[src/rtl/packet_framer_stop_and_wait_defines.svh]
// ----------------------------------------------------------------------------
// Packet framer assertion macros
// Shorthand for the concurrent checks in the framer's top level.
// ----------------------------------------------------------------------------
`ifndef PACKET_FRAMER_STOP_AND_WAIT_DEFINES_SVH
`define PACKET_FRAMER_STOP_AND_WAIT_DEFINES_SVH

// Same-cycle implication, disabled during reset.
`define PFSW_ASSERT_NOW(label, clk_s, rst_s, ante, cons, msg) \
  label: assert property (@(posedge clk_s) disable iff (rst_s) (ante) |-> (cons)) \
    else $error(msg);

// Next-cycle implication, disabled during reset.
`define PFSW_ASSERT_NEXT(label, clk_s, rst_s, ante, cons, msg) \
  label: assert property (@(posedge clk_s) disable iff (rst_s) (ante) |=> (cons)) \
    else $error(msg);

`endif

[src/rtl/pfsw_pkg.sv]
// ----------------------------------------------------------------------------
// Packet framer package
// Sizes, operation and link-state codes, and the records passed between units.
// ----------------------------------------------------------------------------
package pfsw_pkg;

  localparam int CHUNK_BYTES = 1024;
  localparam int LEN_W  = $clog2(CHUNK_BYTES + 1);
  localparam int IDX_W  = $clog2(CHUNK_BYTES + 4);
  localparam int ADDR_W = (CHUNK_BYTES > 1) ? $clog2(CHUNK_BYTES) : 1;

  localparam logic [LEN_W-1:0] CHUNK_LEN = LEN_W'(CHUNK_BYTES);

  localparam int QDEPTH = 4;
  localparam int QPTR_W = 2;
  localparam int QCNT_W = 3;

  localparam logic [7:0] RETRY_LIMIT_RESET = 8'd3;

  typedef enum logic [2:0] {
    OP_LOAD    = 3'd0,
    OP_PULL    = 3'd1,
    OP_ACK     = 3'd2,
    OP_NAK     = 3'd3,
    OP_TIMEOUT = 3'd4,
    OP_UNKNOWN = 3'd5
  } op_t;

  localparam logic [1:0] LINK_COLLECT = 2'd0;
  localparam logic [1:0] LINK_SEND    = 2'd1;
  localparam logic [1:0] LINK_WAIT    = 2'd2;
  localparam logic [1:0] LINK_FAILED  = 2'd3;

  // One result item
  typedef struct packed {
    logic        tx_valid;
    logic [7:0]  tx_byte;
    logic        tx_last;
    logic [1:0]  link_state;
    logic [15:0] packet_number;
    logic [7:0]  retry_count;
    logic        rejected;
  } res_t;

  // Front to back: result with byte taken from the buffer when use_mem
  typedef struct packed {
    logic use_mem;
    res_t res;
  } job_t;

  typedef struct packed {
    logic              en;
    logic [ADDR_W-1:0] addr;
    logic [7:0]        data;
  } buf_wr_t;

endpackage

[src/rtl/pfsw_back.sv]
// ----------------------------------------------------------------------------
// Packet framer back end
// Merges buffer read data into the result and queues results for output.
// ----------------------------------------------------------------------------
module pfsw_back import pfsw_pkg::*; (
  input  logic       clk,
  input  logic       rst,
  input  logic       job_valid,
  input  job_t       job,
  input  logic [7:0] rd_data,
  input  logic       out_stall,
  output logic       out_valid,
  output res_t       out_res,
  output logic       space
);

  logic              s1_valid;
  job_t              s1_job;
  res_t              s1_res;
  res_t              q_mem [QDEPTH];
  logic [QPTR_W-1:0] head, tail;
  logic [QCNT_W-1:0] count, count_next;
  logic              pop;

  // rd_data and s1_job are both registered, so the read byte lines up with its job in the cycle after issue
  always_comb begin
    s1_res = s1_job.res;
    if (s1_job.use_mem) begin
      s1_res.tx_byte = rd_data;
    end
  end

  assign out_valid = count != '0;
  assign out_res   = q_mem[head];
  assign pop       = out_valid && !out_stall;
  assign count_next = count + QCNT_W'(s1_valid) - QCNT_W'(pop);
  // reserve room for the item in flight
  assign space     = (count + QCNT_W'(s1_valid)) < QCNT_W'(QDEPTH);

  always_ff @(posedge clk) begin
    if (s1_valid) begin
      q_mem[tail] <= s1_res;
    end
    s1_job <= job;
  end

  always_ff @(posedge clk) begin
    if (rst) begin
      s1_valid <= 1'b0;
      head     <= '0;
      tail     <= '0;
      count    <= '0;
    end else begin
      s1_valid <= job_valid;
      count    <= count_next;
      if (s1_valid) begin
        tail <= tail + 1'b1;
      end
      if (pop) begin
        head <= head + 1'b1;
      end
    end
  end

endmodule
[config.mk]
export PLATFORM = sky130hd
export DESIGN_NAME = pfsw_back
export DESIGN_NICKNAME = d
export VERILOG_FILES = /design/src/rtl/packet_framer_stop_and_wait_defines.svh /design/src/rtl/pfsw_pkg.sv /design/src/rtl/pfsw_back.sv
export SDC_FILE = /design/constraint.sdc
export NUM_CORES = 1
export LEC_CHECK = 0
export ABC_AREA = 1
export BUFFER_PORTS_ARGS = -buffer_cell sky130_fd_sc_hd__buf_2
export CAP_MARGIN = 15
export CORE_MARGIN = 10
export CORE_UTILIZATION = 40
export CTS_CLUSTER_DIAMETER = 200
export DETAILED_ROUTE_END_ITERATION = 16
export PLACE_DENSITY = 0.71
export SETUP_SLACK_MARGIN = 0.05
export SYNTH_ARGS = -nofsm -noshare
export SYNTH_HDL_FRONTEND = slang
export SYNTH_SLANG_ARGS = --single-unit
export TNS_END_PERCENT = 50
[constraint.sdc]
create_clock -name clk -period 4.22 [get_ports clk]
set_input_delay 0.633 -clock clk [delete_from_list [all_inputs] [get_ports clk]]
set_output_delay 0.633 -clock clk [all_outputs]
set_load 0.005 [all_outputs]
# Word-level counts from Yosys, hierarchy flattened
# Memory sizes are Yosys's and may differ from the RTL's. A register that Yosys moved wholly into a read port is not among the register bits.
# Index checks and enable logic that the tools add are counted.
# word_totals
mem_count	1
wordCells	26
reg_bits	46
mem_bits_rw	148
# op_classes
muxes	5
n_reduce_logical	3
n_addsub	4
magnitude_cmp	1
# mem_list
name	depth	word_bits	rd	rd_ports_with_merged_regs	write_ports	line_no	rtl
q_mem	4	37	1	1	1	pfsw_back.sv:20	res_t q_mem [QDEPTH];
# ops
op	count
8-bit two-way mux	1
2-bit by 1-bit adder with 2-bit output (second input constant)	2
2-bit two-way mux	2
3-bit by 1-bit adder with 3-bit output	1
3-bit less-than comparator (second input constant)	1
3-bit nonzero test	1
3-bit by 1-bit subtractor with 3-bit output	1
1-bit two-way mux	2
1-bit logical AND	1
1-bit logical NOT	1

# Logic depth before layout (Yosys ltp)
# depth
depth_word	4
ltp_mapped	7

# Worst setup path after synthesis
# No wires, ideal clock.
# synth_timing
path_kind	reg2reg
from	register tail[0]
to	memory q_mem[2][0] (netlist bit) (enable)
arrival_ps	1327
t_required_ps	3828
slack_ps	2501
synth_period_minus_slack_ps	1719
stages_incl_launch_ff	5
path_cell_list	dfxtp_1 > inv_1 > ha_1 > nand2_1 > inv_1
# synth_rtl
item	line_no	rtl
start, declared	pfsw_back.sv:21	logic [QPTR_W-1:0] head, tail;
start signal, assigned	pfsw_back.sv:57	tail <= tail + 1'b1;
end, declared	pfsw_back.sv:20	
# No word-level cell before the write port.

==> results.yml <==
status:
  status: "complete, no violations"
sta:
  setup_ws_ns: 1.11
  skew_ns: 0.0176
  setup_violations: 0
  rsz0062_at_grt: "false"
  final-max-slew-violation-count: 0
  worst_pin_slew_ns: 0.955
  max_freq_mhz: 321
  slew-limit-headroom: 0.362
  fin_crit_sh: 0.737
  fin_crit_ns: 3.11
  whs_ns: 0.296
  hold_violations: 0
  fin_tns_setup_ns: 0
synth:
  synthArstFlopShare: 0
  synthAdderAreaFrac: 0.0146
  yosys.area.top_type_share: 0.650
  synth_common_cells: "edfxtp_1 (148), nor2_1 (84), dfxtp_1 (48), o21ai_0 (48), o22ai_1 (37)"
  synth_area_per_cell_sq_um: 14.6
  netlist_top_cells_area: "edfxtp_1 (65%), dfxtp_1 (14%), nor2_1 (4.6%)"
  seq_area_frac_synth: 0.791
  synth_nets: 527
  ys_dominant_reg_cell: "edfxtp_1"
  ys.warnings.count: 0
  synth_edf_count: 148
  synth-simple-area-share: 0.0540
  synth_compound_area_frac: 0.0932
  ys_ff_latch: 196
  syn_inst: 469
  synth_cell_types: 20
  synth_xor_area_frac: 0.00128
  synth_most_common_cell: "edfxtp_1"
  post_synth_mux_area_share: 0.0132
  synth_top_family_by_area: "compound AO/OA/AOI/OAI gates"
  yosysTopAreaCell: "edfxtp_1"
  syn-cell-area_sq_mm: 0.00684
clocking:
  cts_buffer_depth: 2
  clk_latency_ns: 0.43
  cts_buffers: 17
  clkSinkCount: 196
  cts_resized: 0
  cts-htree-levels: 4
  cts_setup_buffers: 0
  cts.clk_slew.worst_paths_ns: 0.07
  cts_root_buf: "clkbuf_16"
  cts_tree: "done"
  ctsHoldBuffers: 0
final_layout:
  finish.instance_area_sq_mm: 0.00802
  area_delta_synth_final_pct: 17.3
  insertedDiodeCount: 0
  multiInputGateArea_sq_mm: 0.00120
  num-nets-final: 613
  fillCellCount: 1441
  utilization: 0.482
  drive_gt1_frac: 0.243
  layout.cells.non_filler: 788
  ff_latch_area_sq_mm: 0.00541
pwr:
  power_mw: 4.50
  p_leak_nw: 2.94
  ir_worst_vdd_mv: 0.306
  cellPowerDensity_mw_per_mm2: 561
routing:
  drtPass1Iterations: 5
  vias_per_cell: 4.92
  dr.first_iter.drc_count: 271
  drtAntennaViolNets: 0
  drcViolationCount: 0
  routed_wl_um: 13500
  dr_total_vias: 3879
  wl_per_cell_um: 17.2
placed_design:
  dp.cells: 755
  dpl-instance-area_sq_mm: 0.00743
  dp_slack_ns: 1.51
  dpl.hpwl_um: 7830
  io_buffers: 88
  routabilityCongestion: 0.724
worst_setup_path:
  worstPathRequired_ns: 3.59
  startpoint_type: "flop"
  crit_path_end_kind: "primary output"
  arrival_ns: 2.48
  critPathMaxFanout: 38
  path_class: "reg2out"
global_routing:
  grt_max_degree: 75
  antenna_found_initial: 0
  grt-ovfl-total: 0
  grt_pass1_wl_um: 20900
  grt_usage: 0.122
  grt_pass1_vias: 4057
floorplanning:
  chipWidth_um: 151
  die-area_sq_mm: 0.0227
  row_count: 47
  core_area_sq_mm: 0.0166
  start_util: 0.411
  fp.dieH_um: 151
  io_pins: 89
run:
  maxCapViolations: 0
worst_hold_path:
  hold_class: "in2reg"
[power by group]
group	internal (mW)	switching [mW]	total, mW	leakage (nW)
clock network	0.851	0.678	1.53	0.291
logic	0.292	0.471	0.763	0.898
registers	2.15	0.0528	2.21	1.75
[cell families after synthesis]
logic type               count (synthesis)
AND/OR/NAND/NOR                         97
XOR/XNOR                                 1
flip-flops                             196
buffers and inverters                   41
AO/OA/AOI/OAI                          118
multiplexers                             8
adder cells (fa/ha/maj)                  8
[critical path: stages, from the launching register on]
cell     delay, ns
dfxtp_2       0.81
inv_1         0.52
buf_16        0.31
o21ai_0       0.11
o22ai_1       0.13
buf_2         0.15
[path summary, 6_finish.rpt]
path	slack, ns	to	cells past startpoint	start
max	1.11	out_res[34]	5	flop
min	0.30	s1_job[2]	1	job[2]
max reg2reg	2.40	q_mem[0][11]	4	tail[0]
min reg2reg	0.46	q_mem[2][0]	0	s1_job[0]
[flip-flops by register name, indices dropped and copies added, names as in the netlist, named ones only]
name,count
count,3
head,2
q_mem,148
s1_job,38
s1_valid,1
tail,2
[area by class of cell]
| class | instances | area share |
|---|---|---|
| tap | 220 | 0.0343 |
| clock buffer | 21 | 0.0615 |
| timing repair buffer | 91 | 0.0618 |
| clock inverter | 11 | 0.00998 |
| multi-input combinational | 232 | 0.150 |
| sequential | 196 | 0.674 |
| inverter | 17 | 0.00796 |
[layer usage]
metal  global-route usage  vias to the layer above  wire length (um)
met1                0.130                     1894              5710
met5                    0                        -                 0
li1                     -                     1883                 -
met3               0.0429                        4               733
met4               0.0568                        0               112
met2                0.214                       98              6990
[cells in the final DEF (no fill, tap or decap), drive strengths merged]
| master | n |
|---|---|
| edfxtp | 148 |
| xor2 | 1 |
| o22ai | 37 |
| ha | 8 |
| mux2 | 8 |
| or2 | 1 |
| nand3 | 2 |
| buf | 91 |
| a21oi | 5 |
| clkbuf | 21 |
| o21ai | 76 |
| inv | 27 |
| clkinv | 1 |
| dfxtp | 48 |
| nor2 | 84 |
| nand2 | 10 |
Note: power is estimated with default switching activity, not from simulation.
