--- config.mk ---
export PLATFORM = sky130hd
export DESIGN_NAME = pfsw_front
export DESIGN_NICKNAME = d
export VERILOG_FILES = /design/src/rtl/packet_framer_stop_and_wait_defines.svh /design/src/rtl/pfsw_pkg.sv /design/src/rtl/pfsw_front.sv
export SDC_FILE = /design/constraint.sdc
export NUM_CORES = 1
export LEC_CHECK = 0
export ABC_AREA = 0
export BUFFER_PORTS_ARGS = -buffer_cell sky130_fd_sc_hd__buf_4
export CORE_MARGIN = 2
export CORE_UTILIZATION = 55
export CTS_BUF_LIST = sky130_fd_sc_hd__clkbuf_4 sky130_fd_sc_hd__clkbuf_8
export CTS_CLUSTER_SIZE = 28
export DETAILED_ROUTE_END_ITERATION = 10
export PLACE_DENSITY_LB_ADDON = 0.3
export SLEW_MARGIN = 5
export SYNTH_ARGS = -nofsm -noshare
export SYNTH_HDL_FRONTEND = slang
export SYNTH_SLANG_ARGS = --single-unit
export TNS_END_PERCENT = 1
--- constraint.sdc ---
create_clock -name clk -period 5.3 [get_ports clk]
set_clock_uncertainty 0.15 [all_clocks]
set_input_delay 0.265 -clock clk [delete_from_list [all_inputs] [get_ports clk]]
set_output_delay 0.265 -clock clk [all_outputs]
set_load 0.005 [all_outputs]
--- src/rtl/packet_framer_stop_and_wait_defines.svh ---
// ----------------------------------------------------------------------------
// Packet framer assertion macros
// Shorthand for the concurrent checks in the framer's top level.
// ----------------------------------------------------------------------------
`ifndef PACKET_FRAMER_STOP_AND_WAIT_DEFINES_SVH
`define PACKET_FRAMER_STOP_AND_WAIT_DEFINES_SVH

// Same-cycle implication, disabled during reset.
`define PFSW_ASSERT_NOW(label, clk_s, rst_s, ante, cons, msg) \
  label: assert property (@(posedge clk_s) disable iff (rst_s) (ante) |-> (cons)) \
    else $error(msg);

// Next-cycle implication, disabled during reset.
`define PFSW_ASSERT_NEXT(label, clk_s, rst_s, ante, cons, msg) \
  label: assert property (@(posedge clk_s) disable iff (rst_s) (ante) |=> (cons)) \
    else $error(msg);

`endif

--- src/rtl/pfsw_pkg.sv ---
// ----------------------------------------------------------------------------
// Packet framer package
// Sizes, operation and link-state codes, and the records passed between units.
// ----------------------------------------------------------------------------
package pfsw_pkg;

  localparam int CHUNK_BYTES = 1024;
  localparam int LEN_W  = $clog2(CHUNK_BYTES + 1);
  localparam int IDX_W  = $clog2(CHUNK_BYTES + 4);
  localparam int ADDR_W = (CHUNK_BYTES > 1) ? $clog2(CHUNK_BYTES) : 1;

  localparam logic [LEN_W-1:0] CHUNK_LEN = LEN_W'(CHUNK_BYTES);

  localparam int QDEPTH = 4;
  localparam int QPTR_W = 2;
  localparam int QCNT_W = 3;

  localparam logic [7:0] RETRY_LIMIT_RESET = 8'd3;

  typedef enum logic [2:0] {
    OP_LOAD    = 3'd0,
    OP_PULL    = 3'd1,
    OP_ACK     = 3'd2,
    OP_NAK     = 3'd3,
    OP_TIMEOUT = 3'd4,
    OP_UNKNOWN = 3'd5
  } op_t;

  localparam logic [1:0] LINK_COLLECT = 2'd0;
  localparam logic [1:0] LINK_SEND    = 2'd1;
  localparam logic [1:0] LINK_WAIT    = 2'd2;
  localparam logic [1:0] LINK_FAILED  = 2'd3;

  // One result item
  typedef struct packed {
    logic        tx_valid;
    logic [7:0]  tx_byte;
    logic        tx_last;
    logic [1:0]  link_state;
    logic [15:0] packet_number;
    logic [7:0]  retry_count;
    logic        rejected;
  } res_t;

  // Front to back: result with byte taken from the buffer when use_mem
  typedef struct packed {
    logic use_mem;
    res_t res;
  } job_t;

  typedef struct packed {
    logic              en;
    logic [ADDR_W-1:0] addr;
    logic [7:0]        data;
  } buf_wr_t;

endpackage

--- src/rtl/pfsw_front.sv ---
// ----------------------------------------------------------------------------
// Packet framer front end
// Accepts items, runs the framing and retry state, issues buffer accesses.
// ----------------------------------------------------------------------------
module pfsw_front import pfsw_pkg::*; (
  input  logic              clk,
  input  logic              rst,
  input  logic              cfg_write,
  input  logic [7:0]        cfg_data,
  input  logic              take,
  input  logic [2:0]        operation,
  input  logic [7:0]        data_byte,
  input  logic              last_byte,
  output buf_wr_t           wr,
  output logic [ADDR_W-1:0] rd_addr,
  output logic              job_valid,
  output job_t              job
);

  typedef enum logic [1:0] {
    PH_COLLECT = LINK_COLLECT,
    PH_SEND    = LINK_SEND,
    PH_WAIT    = LINK_WAIT,
    PH_FAIL    = LINK_FAILED
  } phase_t;

  phase_t            phase, phase_next;
  logic [LEN_W-1:0]  payload_length, payload_length_next;
  logic [IDX_W-1:0]  send_index, send_index_next;
  logic [15:0]       running_sum, running_sum_next;
  logic [15:0]       sequence_number, sequence_number_next;
  logic [7:0]        attempt_count, attempt_count_next;
  logic [7:0]        retry_limit;

  logic [15:0]       byte_sum;
  logic [15:0]       closed_sum;
  logic [LEN_W-1:0]  len_inc;
  logic [IDX_W-1:0]  len_ext;
  logic [IDX_W-1:0]  final_idx;
  logic [IDX_W-1:0]  idx;
  logic [IDX_W-1:0]  trl_off;
  logic [7:0]        trl_byte;
  logic [7:0]        cnt_inc;
  logic              rej;

  always_comb begin
    byte_sum   = running_sum + {8'd0, data_byte};
    closed_sum = byte_sum + {8'd0, sequence_number[7:0]} + {8'd0, sequence_number[15:8]};
    len_inc    = payload_length + 1'b1;
    len_ext    = IDX_W'(payload_length);
    final_idx  = len_ext + IDX_W'(3);
    idx        = (send_index > final_idx) ? final_idx : send_index;
    trl_off    = idx - len_ext;
    cnt_inc    = (attempt_count == 8'hff) ? attempt_count : attempt_count + 8'd1;

    // trailer: number lo/hi, then sum lo/hi (sum already holds the number)
    case (trl_off[1:0])
      2'd0:    trl_byte = sequence_number[7:0];
      2'd1:    trl_byte = sequence_number[15:8];
      2'd2:    trl_byte = running_sum[7:0];
      default: trl_byte = running_sum[15:8];
    endcase
  end

  always_comb begin
    phase_next           = phase;
    payload_length_next  = payload_length;
    send_index_next      = send_index;
    running_sum_next     = running_sum;
    sequence_number_next = sequence_number;
    attempt_count_next   = attempt_count;
    rej                  = 1'b0;
    wr.en                = 1'b0;
    wr.addr              = payload_length[ADDR_W-1:0];
    wr.data              = data_byte;
    job                  = '0;

    unique case (op_t'(operation))
      OP_LOAD: begin
        if (phase == PH_COLLECT) begin
          wr.en               = take;
          running_sum_next    = byte_sum;
          payload_length_next = len_inc;
          if (last_byte || len_inc >= CHUNK_LEN) begin
            running_sum_next = closed_sum;
            send_index_next  = '0;
            phase_next       = PH_SEND;
          end
        end else begin
          rej = 1'b1;
        end
      end
      OP_PULL: begin
        if (phase == PH_SEND) begin
          job.res.tx_valid = 1'b1;
          job.use_mem      = idx < len_ext;
          job.res.tx_byte  = trl_byte;
          if (idx == final_idx) begin
            job.res.tx_last = 1'b1;
            phase_next      = PH_WAIT;
          end else begin
            send_index_next = idx + 1'b1;
          end
        end else begin
          rej = 1'b1;
        end
      end
      OP_ACK: begin
        if (phase == PH_WAIT) begin
          attempt_count_next   = '0;
          sequence_number_next = sequence_number + 16'd1;
          payload_length_next  = '0;
          running_sum_next     = '0;
          send_index_next      = '0;
          phase_next           = PH_COLLECT;
        end else begin
          rej = 1'b1;
        end
      end
      OP_NAK, OP_TIMEOUT: begin
        if (phase == PH_WAIT) begin
          attempt_count_next = cnt_inc;
          if (cnt_inc >= retry_limit) begin
            phase_next = PH_FAIL;
          end else begin
            send_index_next = '0;
            phase_next      = PH_SEND;
          end
        end else begin
          rej = 1'b1;
        end
      end
      OP_UNKNOWN: begin
        if (phase == PH_WAIT) begin
          send_index_next = '0;
          phase_next      = PH_SEND;
        end else begin
          rej = 1'b1;
        end
      end
      default: rej = 1'b1;
    endcase

    if (rej) begin
      phase_next           = phase;
      payload_length_next  = payload_length;
      send_index_next      = send_index;
      running_sum_next     = running_sum;
      sequence_number_next = sequence_number;
      attempt_count_next   = attempt_count;
      job                  = '0;
    end

    job.res.rejected      = rej;
    job.res.link_state    = phase_next;
    job.res.packet_number = sequence_number_next;
    job.res.retry_count   = attempt_count_next;
  end

  assign rd_addr   = idx[ADDR_W-1:0];
  assign job_valid = take;

  always_ff @(posedge clk) begin
    if (rst) begin
      phase           <= PH_COLLECT;
      payload_length  <= '0;
      send_index      <= '0;
      running_sum     <= '0;
      sequence_number <= '0;
      attempt_count   <= '0;
      retry_limit     <= RETRY_LIMIT_RESET;
    end else begin
      if (take) begin
        phase           <= phase_next;
        payload_length  <= payload_length_next;
        send_index      <= send_index_next;
        running_sum     <= running_sum_next;
        sequence_number <= sequence_number_next;
        attempt_count   <= attempt_count_next;
      end
      if (cfg_write) begin
        retry_limit <= cfg_data;
      end
    end
  end

endmodule

* Word-level counts from Yosys, hierarchy flattened
Cells that the tools add are included. W data, S select, Z words.
Storage, ports and cells: flip-flop bits (word level) 72, input port bits 24, output and inout bits 68
Operators by class: $add $sub $neg 9, magnitude comparators 4, eq/ne operators 19, mux-type cells 44, bitwise logic cells 1, reduce and logical (&&, ||, !) cells 11
Operators with widths (number):
- $mux W11 | 11
- $mux W16 | 6
- $add A16 B8 Y16 | 3
- $pmux W11 S4 | 1
- $mux W38 | 1
- $mux W8 | 4
- $pmux W16 S2 | 1
- $pmux W8 S3 | 1
- $add A11 B1 Y11 const B | 2
- $pmux W11 S2 | 1
- $mux W2 | 9
- $add A16 B1 Y16 const B | 1
- $pmux W8 S2 | 1
- $ne A2 B2 Y1 const B | 7
- $add A11 B2 Y11 const B | 1
- $eq A11 B11 Y1 | 1
- $ge A11 B11 Y1 const B | 1
- $gt A11 B11 Y1 | 1
- $lt A11 B11 Y1 | 1
- $pmux W2 S5 | 1
- $reduce_and A10 Y1 | 1
- $add A8 B1 Y8 const B | 1
- $eq A8 B8 Y1 const B | 1
- $ge A8 B8 Y1 | 1
- other kinds (18) | 29

* Logic depth before layout (Yosys ltp)
depth in word-level cells 9, depth in mapped cells 25

* Least setup slack after synthesis
OpenSTA, ideal clock, no wires.
path type reg-to-reg, from register payload_length[0], in the netlist len_ext[0], to register send_index[10], library setup time 117 ps, data arrival time 5282 ps, required time 5033 ps, path slack -249 ps, cell stages (with the launch flop) 24, path buffers 3, period minus slack after synthesis 5549 ps, cells stage by stage dfxtp_1 -> inv_1 -> ha_1 -> nor3_1 -> xnor2_1 -> inv_1 -> ha_1 -> nand4_1 -> a211oi_1 -> a2111oi_2 -> nor2_2 -> clkbuf_1 -> o21ai_0 -> inv_1 -> ha_1 -> clkbuf_1 -> and2b_1 -> nand2_1 -> nor4_1 -> and4_4 -> a2111oi_4 -> and3_1 -> buf_6 -> a22o_1
Between the ends: longest elaborated chain between the ends 7, elaborated cells between the ends (all ways) 14, classes of those cells 3 x add/sub; 2 x order compare; 3 x eq/ne; 4 x mux; 2 x reduce/logical
Ends and longest elaborated chain:
- start, declared | line pfsw_front.sv:28 | logic [LEN_W-1:0] payload_length, payload_length_next;
- start signal, assigned | line pfsw_front.sv:175 | payload_length <= payload_length_next;
- $add A11 B2 Y11 * | line pfsw_front.sv:51 | final_idx = len_ext + IDX_W'(3);
- $gt A11 B11 Y1 | line pfsw_front.sv:52 | idx = (send_index > final_idx) ? final_idx : send_index;
- $mux W11 * | line pfsw_front.sv:52
- named net rd_addr[0] | line pfsw_front.sv:15 | output logic [ADDR_W-1:0] rd_addr,
- $add A11 B1 Y11 | line pfsw_front.sv:102 | send_index_next = idx + 1'b1;
- $mux W11 | line pfsw_front.sv:98 | if (idx == final_idx) begin
- $mux W11 | line pfsw_front.sv:94 | if (phase == PH_SEND) begin
- $pmux W11 S4 | line pfsw_front.sv:78 | unique case (op_t'(operation))
- end signal, assigned | line pfsw_front.sv:176 | send_index <= send_index_next;
- end, declared | line pfsw_front.sv:29 | logic [IDX_W-1:0] send_index, send_index_next;
The timed path passes the listed nets; every way through them passes the cells marked *. The select of a mux whose other input is x is not followed. A chain may end at the register's enable or synchronous reset.

==> metrics.cfg <==
[worst_setup_path]
worstSetupPathType=reg -> out
cp-start-kind=flop
r2r_cells=19
cp-end-kind=primary output
crit_path_start=len_ext[5]
required_ns=4.89
r2r_start=len_ext[5]
critPathArrivalTime_ns=4.66
crit_fanout=20

[power_and_ir_drop]
p_per_area_mw_per_mm2=141.0
clockPowerShare_pct=33.9
intPower_uw=797.4
vdd_drop_max_v=0.0001091
pwr-share-comb_pct=16.1
swShare_pct=28.18
leakage_uw=0.003349
p_sw_uw=312.9
seq_power_share_pct=50.0

[detailed_routing]
drc=0
wl_per_cell_um=16.77
routed_wl_mm=18.54
vias=6434
drt_first_pass_iters=5
drt_iter0_drc=488
vias_per_cell=5.823
postRouteAntennaNets=0

[layout]
mostFrequentLayoutCell=buf_4
syn_to_final_growth_pct=15.66
fin_area_mm2=0.007874
fin_nets=1020
antenna_cells=0
final_layout_size_suffix_gt1_share_pct=18.57
final_cell_mix=buf_4, nor2_1, inv_1
fill_cells=1050

[synthesis]
yosysTopAreaCellShare_pct=21.17
synth_nets=948
synth_top_area_cell=dfxtp_1
synth-adder-area-share_pct=12.31
synthMuxAreaShare_pct=6.616
synth_edf_count=0
netlist_area_mm2=0.006808
synth_xor_area_share_pct=10.83
synthCells=863
synth_warnings=0
synth-simple-area-share_pct=23.01
ys_async_sr_fraction_pct=0
ys.flop_type=dfxtp_1
synth_compound_area_share_pct=16.89
ys_seq_area_share_pct=21.17
synth_top_family_by_area=simple AND/OR/NAND/NOR gates
ys_ff_latch=72
yosysUniqueCellTypes=73
ys_top_cells_by_area=dfxtp_1, ha_1, xnor2_1
avgSynthCellArea_um2=7.889

[floorplanning]
core_area_mm2=0.01206
fp.dieW_um=115.3
initial_core_util_pct=56.44
die_area_mm2=0.01328
ios=92
placementRows=40
dieHeight_um=115.3

[clock_network]
cts-htree-levels=3
clk_latency_ns=0.37
root_buffer=clkbuf_8
clk_pin_slew_ns=0.08
cts_buffer_depth=2
cts_buffers=9
tritoncts=done
cts.sinks=72

[place]
port_buffers=91
dp_slack_ns=0.1342
gp_congestion=0.9954
place_area_mm2=0.007496
dp_hpwl_mm=13.91

[grt]
grt-ovfl-total=0
grt_first_pass_wirelength_mm=29.78
grt.total_usage_pct=28.33
first_global_vias=5938
grt_max_degree=55
antenna_found_initial=0

[sta]
setup_ws_ns=0.2298
tightest_slew_ns=0.8446
hold_violations=0
finalSetupViolCount=0
drv_slew=0
max_slew_margin_pct=43.58
rsz0062_at_grt=yes
setup_tns_ns=0
layout_min_cycle_time_ns=5.070
clock.fmax_ghz=0.1972
period_share_pct=95.66

[outcome]
outcome=complete, no violations

[run]
cap_violations=0

[hold_path]
hold_start=cfg_write
holdPathStages=2
min_path_type=in -> reg

==> through the flow <==
step | power (uW) | utilization [%] | cells | hold WS (ns)
6_report | 1110 | 65.28 | 1105 | 0.07532
5_1_grt | 1163 | 65.28 | 1105 | 0.07061
4_1_cts | 1116 | 64.28 | 1101 | 0.06154
3_5_place_dp | 738.5 | 62.15 | 1080 | 0.3186
3_3_place_gp | 734.5 | 62.15 | 1080 | 0.3147
2_1_floorplan | 686.1 | - | 863 | 0.2433
==> final timing paths <==
| check | endpoint | slack (ns) |
|---|---|---|
| setup / recovery | job[37] | 0.23 |
| hold / removal | retry_limit[1] | 0.08 |
| setup reg to reg | send_index[10] | 0.55 |
| hold reg to reg | retry_limit[0] | 0.34 |
==> timing repair <==
action | in CTS | in global routing
resized for setup | 6 | 20
pin swaps | 0 | 5
endpoints found under the hold margin | 8 | 0
endpoints found under the setup margin | 12 | 17
setup buffers | 0 | 4
hold buffers | 8 | 0
==> worst max-delay path, cell delays in order (launching register included) <==
cell       delay, ns
dfxtp_2         0.41
nand4_4         0.21
buf_4           0.22
nor3_4          0.22
xnor2_2         0.13
ha_1            0.30
nand4_1         0.16
a211oi_2        0.27
a2111oi_4       0.08
nor2_4          0.21
buf_12          0.19
mux2_2          0.38
ha_1            0.27
o21a_1          0.10
o21a_1          0.16
o21a_1          0.16
o21a_1          0.17
o211ai_1        0.15
a21boi_0        0.12
o21ai_0         0.20
buf_4           0.14
==> cells by family (layout without fill, tap and decap cells) <==
| kind of cell | after synthesis | count (layout) |
|---|---|---|
| compound gates | 168 | 168 |
| xor+xnor | 81 | 81 |
| fa+ha+maj | 61 | 61 |
| buf+inv | 136 | 210 |
| flops | 72 | 72 |
| mux | 34 | 34 |
| simple gates | 311 | 311 |
==> routing by layer <==
metal	track usage (%)	wire length (um)
met5	0	0
met4	8.675	295
met3	4.744	1358
met2	44.04	8391
met1	40.38	8491
==> power groups by stage <==
stage	clock [uW]	combinational (uW)	sequential [uW]
after floorplan	0	120	566
after global placement	0	167	567
after detailed placement	0	171	567
after CTS	385	177	555
after global routing	409	199	556
final	377	179	555
==> cells in the mapped netlist, types with 3 or more instances <==
| master | count |
|---|---|
| xor2_1 | 16 |
| a22oi_1 | 8 |
| nand3_1 | 26 |
| a22o_1 | 10 |
| or4_1 | 5 |
| nand3b_1 | 5 |
| a21oi_1 | 37 |
| xnor2_1 | 63 |
| o21ai_0 | 38 |
| dfxtp_1 | 72 |
| buf_6 | 3 |
| nand4_1 | 17 |
| clkbuf_1 | 20 |
| buf_1 | 3 |
| a21o_1 | 9 |
| o211ai_1 | 5 |
| o31a_1 | 3 |
| inv_1 | 80 |
| nor3_1 | 17 |
| fa_1 | 10 |
| nor2b_1 | 15 |
| and3_1 | 16 |
| nor3b_1 | 3 |
| and4_1 | 4 |
| o21ai_1 | 3 |
| mux4_2 | 8 |
| buf_4 | 22 |
| a31oi_1 | 8 |
| buf_2 | 7 |
| ha_1 | 51 |
| o21a_1 | 7 |
| mux2_2 | 8 |
| nand2b_1 | 5 |
| nand2_1 | 68 |
| or2_2 | 3 |
| or3_1 | 7 |
| nor4_1 | 9 |
| a211oi_1 | 9 |
| nor2_1 | 95 |
| mux2i_1 | 18 |
| a311oi_1 | 3 |
==> flip-flops by register name (all words and copies together) (netlist names) <==
name             flops
running_sum         16
sequence_number     16
len_ext             11
send_index          11
attempt_count        8
retry_limit          8
phase                2
==> cell type report <==
type                       instances  area [um2]  share of cell area, %
clock buffer                      11       138.9                  1.764
timing repair buffer             116       903.4                  11.47
tap                              168       210.2                  2.670
inverter                          81       304.0                  3.861
multi-input combinational        655        4860                  61.72
sequential                        72        1448                  18.39
clock inverter                     2       10.01                 0.1271
Power figures use the tool's default switching activity.
